$ cat config.mk
export PLATFORM = sky130hd
export DESIGN_NAME = wsp_ctrl
export DESIGN_NICKNAME = d
export VERILOG_FILES = /design/src/wsp_pkg.sv /design/src/wsp_ctrl.sv
export SDC_FILE = /design/constraint.sdc
export NUM_CORES = 1
export LEC_CHECK = 0
export BUFFER_PORTS_ARGS = -buffer_cell sky130_fd_sc_hd__buf_2
export CAP_MARGIN = 10
export CORE_MARGIN = 3
export CORE_UTILIZATION = 49
export CTS_CLUSTER_DIAMETER = 120
export CTS_CLUSTER_SIZE = 10
export DETAILED_ROUTE_END_ITERATION = 10
export PLACE_DENSITY = 0.78
export SYNTH_ARGS = -nofsm -noshare
export SYNTH_HDL_FRONTEND = slang
export SYNTH_SLANG_ARGS = --single-unit
$ cat constraint.sdc
create_clock -name clk -period 1.8 [get_ports clk]
set_input_delay 0.09 -clock clk [delete_from_list [all_inputs] [get_ports clk]]
set_output_delay 0.09 -clock clk [all_outputs]
set_load 0.01 [all_outputs]
$ cat src/wsp_pkg.sv
// Shared types and constants for the worklist shortest-path block.
`default_nettype none
package wsp_pkg;

  localparam int MAX_VERTICES = 1024;
  localparam int MAX_EDGES    = 8192;
  localparam int WEIGHT_BITS  = 16;

  localparam int VTX_W   = 10;
  localparam int CNT_W   = 11;
  localparam int EDGE_AW = 13;
  localparam int IDX_W   = 14;
  localparam int DIST_W  = 24;
  localparam int EDGE_DW = 2 * VTX_W + WEIGHT_BITS;

  localparam logic [DIST_W-1:0] UNREACHED = 24'd9999999;
  localparam logic [CNT_W-1:0]  VTX_MAX   = CNT_W'(MAX_VERTICES);
  localparam logic [IDX_W-1:0]  EDGE_MAX  = IDX_W'(MAX_EDGES);

  typedef enum logic [1:0] {
    MODE_LOAD  = 2'd0,
    MODE_RUN   = 2'd1,
    MODE_READ  = 2'd2,
    MODE_CLEAR = 2'd3
  } mode_t;

  typedef enum logic [1:0] {
    ST_OK    = 2'd0,
    ST_OVF   = 2'd1,
    ST_RANGE = 2'd2
  } status_t;

  typedef enum logic [1:0] {
    SEL_QUERY = 2'd0,
    SEL_FROM  = 2'd1,
    SEL_TO    = 2'd2
  } dist_sel_t;

  typedef struct packed {
    logic      capture;
    logic      idx_clr;
    logic      idx_inc;
    logic      edge_wr_match;
    logic      edge_wr_new;
    logic      set_ovf;
    logic      clr_edges;
    logic      init_wr;
    logic      start_wr;
    logic      lat_dfrom;
    logic      relax;
    logic      chg_clr;
    logic      res_run;
    logic      res_query;
    dist_sel_t dist_sel;
  } cmd_t;

  typedef struct packed {
    mode_t mode;
    logic  start_oor;
    logic  query_oor;
    logic  idx_at_fill;
    logic  fill_full;
    logic  edge_match;
    logic  edge_oor;
    logic  changed;
    logic  init_last;
  } stat_t;

endpackage
`default_nettype wire

$ cat src/wsp_ctrl.sv
// Sequencer for edge loads, relaxation passes and distance reads.
`default_nettype none
module wsp_ctrl import wsp_pkg::*; (
  input  wire logic  clk,
  input  wire logic  rst,
  input  wire logic  start,
  output      logic  busy,
  input  wire stat_t stat,
  output      cmd_t  cmd
);

  typedef enum logic [10:0] {
    S_IDLE     = 11'b00000000001,
    S_DISPATCH = 11'b00000000010,
    S_L_RD     = 11'b00000000100,
    S_L_CMP    = 11'b00000001000,
    S_INIT     = 11'b00000010000,
    S_START_W  = 11'b00000100000,
    S_P_RD     = 11'b00001000000,
    S_P_EDGE   = 11'b00010000000,
    S_P_FROM   = 11'b00100000000,
    S_P_TO     = 11'b01000000000,
    S_Q_WAIT   = 11'b10000000000
  } state_t;

  state_t state, state_next;

  always_ff @(posedge clk) begin
    if (rst) begin
      state <= S_IDLE;
    end else begin
      state <= state_next;
    end
  end

  assign busy = (state != S_IDLE);

  always_comb begin
    cmd        = '0;
    cmd.dist_sel = SEL_QUERY;
    state_next = state;
    case (state)
      S_IDLE: begin
        if (start) begin
          cmd.capture = 1'b1;
          cmd.idx_clr = 1'b1;
          state_next  = S_DISPATCH;
        end
      end
      S_DISPATCH: begin
        case (stat.mode)
          MODE_CLEAR: begin
            cmd.clr_edges = 1'b1;
            state_next    = S_IDLE;
          end
          MODE_LOAD: state_next = S_L_CMP;
          MODE_RUN: begin
            if (stat.start_oor) begin
              cmd.res_run = 1'b1;
              state_next  = S_IDLE;
            end else begin
              state_next = S_INIT;
            end
          end
          MODE_READ: begin
            if (stat.query_oor) begin
              cmd.res_query = 1'b1;
              state_next    = S_IDLE;
            end else begin
              cmd.dist_sel = SEL_QUERY;
              state_next   = S_Q_WAIT;
            end
          end
          default: state_next = S_IDLE;
        endcase
      end
      S_L_RD: state_next = S_L_CMP;
      S_L_CMP: begin
        if (stat.idx_at_fill) begin
          if (stat.fill_full) begin
            cmd.set_ovf = 1'b1;
          end else begin
            cmd.edge_wr_new = 1'b1;
          end
          state_next = S_IDLE;
        end else if (stat.edge_match) begin
          cmd.edge_wr_match = 1'b1;
          state_next        = S_IDLE;
        end else begin
          cmd.idx_inc = 1'b1;
          state_next  = S_L_RD;
        end
      end
      S_INIT: begin
        cmd.init_wr = 1'b1;
        if (stat.init_last) begin
          cmd.idx_clr = 1'b1;
          state_next  = S_START_W;
        end else begin
          cmd.idx_inc = 1'b1;
        end
      end
      S_START_W: begin
        cmd.start_wr = 1'b1;
        cmd.chg_clr  = 1'b1;
        state_next   = S_P_RD;
      end
      S_P_RD: state_next = S_P_EDGE;
      S_P_EDGE: begin
        if (stat.idx_at_fill) begin
          if (stat.changed) begin
            cmd.idx_clr = 1'b1;
            cmd.chg_clr = 1'b1;
            state_next  = S_P_RD;
          end else begin
            cmd.res_run = 1'b1;
            state_next  = S_IDLE;
          end
        end else if (stat.edge_oor) begin
          cmd.idx_inc = 1'b1;
          state_next  = S_P_RD;
        end else begin
          cmd.dist_sel = SEL_FROM;
          state_next   = S_P_FROM;
        end
      end
      S_P_FROM: begin
        cmd.lat_dfrom = 1'b1;
        cmd.dist_sel  = SEL_TO;
        state_next    = S_P_TO;
      end
      S_P_TO: begin
        cmd.relax   = 1'b1;
        cmd.idx_inc = 1'b1;
        state_next  = S_P_RD;
      end
      S_Q_WAIT: begin
        cmd.res_query = 1'b1;
        state_next    = S_IDLE;
      end
      default: state_next = S_IDLE;
    endcase
  end

endmodule
`default_nettype wire

==> metrics <==
worst path bufs/invs=3; Setup-failing EPs final=4; NumNets Final=~170; CP Data Required Time=roughly 1.7 ns; DR DRC count=0; Synth Cell Area=890 um2; Starting Density=0.552; Avg Cell Area, Syn=around 8 um2; WHS Path Cells=2; Ports=30; routability cong.=approximately 0.80; area delta synth->final=40.2%; Port Buffers=29; Final Cycle Share=1.04; DR vias/cell=6.07; post-synth cell types=42; n_diodes=0; commonest cells after routing, fill and taps aside=buf_2 (29), buf_4 (15), nor2_1 (9); pin count of the biggest net entering global routing=12; Worst Hold Path EP=state[10]$_SDFFE_PP0P_; die width=just under 50 um; Syn Nets=between 100 and 150; Setup WS post-layout=-0.0662 ns; hold violation count in the final report=0; TritonRoute pass-1 iters=4; minimum clock period=1.87 ns; Seq cells post-synth=11; Hold Crit Start=stat[6]; clk sink count=11; GRT overflow=0; Slew Limit Fails=0; fillers=about 120; worst skew pair latency=about 0.27 ns; Hold Path Class=input port to flip-flop; largest registers=state (11); Synth warnings=0; r2r setup slk=0.03 ns; failing checks=setup timing; Peak VDD IR=around 0.43 mV; Vias=1,068; Worst-path clk slew=0.07 ns; most common cell after layout, fill and taps aside=buf_2; unrepaired setup endpoints after global routing=yes; register with the most flip-flops=state; Pwr per Cell Area=roughly 470 nW/um2; Async SR Flop Fraction=0; Setup CP Type=flip-flop to output pin; Final Util=0.774; most used cell, CP=buf_4; Routed Antenna Nets=0; R2R Path End=state[6]$_SDFFE_PP0P_; Final Skew=0.00298 ns; die height=roughly 49 um; WL/cell=16.4 um; Root Driver=clkbuf_4; worst r2r src=state[1]$_SDFFE_PP0P_; TritonCTS buffer count=3; layout cell share with drive strength beyond 1=0.507; critical path data arrival time=between 1.5 and 2 ns; max reg flops=11; max frequency=about 540 MHz; outcome=finished with violations; hpwl dp=between 1500 and 2000 um; worst-margin pin slew=slightly above 0.4 ns; maximum fanout along the worst path=4; Slowest cell on crit path=dfxtp_4; max-cap violations=0; Syn Inst Count=between 100 and 150; drt total wl=just under 3000 um; crit-path leading delay family=buffers and inverters; hold slack=0.0176 ns; critical path startpoint category=flip-flop; Post-synth EDFFs=0; CP cell instances=nor4_4, buf_4, buf_4, nand4b_1, o311ai_1, buf_2; CTS tree=built; initial antenna violation count=0; gr usage total=0.215; post-synthesis sequential area ratio=0.248; Core Area=approximately 1600 um2; Leakage=roughly 0.55 nW; number of global-route vias before repair=around 900; Worst slew margin=0.719; Worst Reg-to-Reg Cells=7; Worst path max stage delay=~0.37 ns; Die Area=~2400 um2; Max clock buf depth=2; CP endpoint kind=output pin; H-tree level count=1; drt first-iter violations=63; Rows=14; first-pass GRT wire length=between 4000 and 5000 um; ys flop type=dfxtp_1
==> power breakdown <==
part / leakage [nW] / internal, mW / switching, mW
clock network: 0.0150 / 0.0858 / 0.0890
logic: 0.438 / 0.0760 / 0.0793
registers: 0.0939 / 0.244 / 0.0125
==> through the flow <==
stage                     instances  setup WS [ns]  instance area (um2)  TNS, ns  total power, mW
after floorplan                 110          0.178                  890        0            0.341
after global placement          159          0.124                 1040        0            0.381
after detailed placement        159          0.108                 1040        0            0.386
after CTS                       169        -0.0225                 1140  -0.0391            0.563
after global routing            176         -0.129                 1250   -0.727            0.607
final                           176        -0.0662                 1250   -0.139            0.587
==> per-layer routing <==
metal | track usage | part of all wire
met2 | 0.353 | 0.48
met5 | 0 | 0
met3 | 0.0276 | 0.096
met4 | 0.0853 | 0.035
met1 | 0.283 | 0.39
==> logic make-up (layout without fill, tap and decap cells) <==
| logic type | Yosys count | count (layout) | share of synthesized area |
|---|---|---|---|
| XOR/XNOR | 2 | 2 | 0.0197 |
| buffers and inverters | 15 | 57 | 0.0914 |
| flip-flops | 11 | 11 | 0.248 |
| AND/OR/NAND/NOR | 66 | 66 | 0.508 |
| AO/OA/AOI/OAI | 16 | 16 | 0.134 |
==> area by class of cell <==
class	instances	area (um2)	share of cell area
multi-input combinational	84	636	0.510
timing repair buffer	47	292	0.234
sequential	11	241	0.194
tap	24	30.0	0.0241
clock buffer	4	26.3	0.0211
inverter	6	22.5	0.0181
==> Yosys cell counts (all sizes together), types with 2 or more instances <==
| cell | count | area, um2 |
|---|---|---|
| nor3 | 6 | 30.0 |
| inv | 6 | 22.5 |
| nor4b | 7 | 76.3 |
| clkbuf | 2 | 8.75 |
| and3 | 3 | 18.8 |
| nor2 | 10 | 37.5 |
| nand3 | 5 | 30.0 |
| nor3b | 2 | 15.0 |
| and4 | 4 | 35.0 |
| nand3b | 2 | 15.0 |
| o311ai | 2 | 17.5 |
| nand4b | 2 | 17.5 |
| nand2 | 8 | 30.0 |
| o211ai | 2 | 15.0 |
| nand2b | 4 | 25.0 |
| o21ai | 4 | 20.0 |
| a21oi | 2 | 10.0 |
| and2 | 3 | 18.8 |
| nor4 | 5 | 67.6 |
| dfxtp | 11 | 220 |
| buf | 7 | 50.1 |
==> worst max path at each step <==
stage,start,to,slack (ns),cells after the start
6_report,state[1]$_SDFFE_PP0P_,cmd[13],-0.07,6
5_1_grt,state[1]$_SDFFE_PP0P_,cmd[14],-0.13,6
4_1_cts,state[3]$_SDFFE_PP0P_,cmd[14],-0.02,5
3_5_place_dp,state[1]$_SDFFE_PP0P_,cmd[14],0.11,5
3_3_place_gp,state[0]$_SDFFE_PP1P_,cmd[14],0.12,5
2_1_floorplan,state[4]$_SDFFE_PP0P_,cmd[13],0.18,4
==> timing repair <==
| item | CTS | global route |
|---|---|---|
| hold buffers | 0 | 0 |
| endpoints found under the setup margin | 11 | 12 |
| setup buffers | 6 | 6 |
| gates resized for setup | 10 | 17 |
| cloned | 0 | 1 |
| pin swaps | 6 | 5 |
No activity file was read; power rests on OpenSTA's default activity.
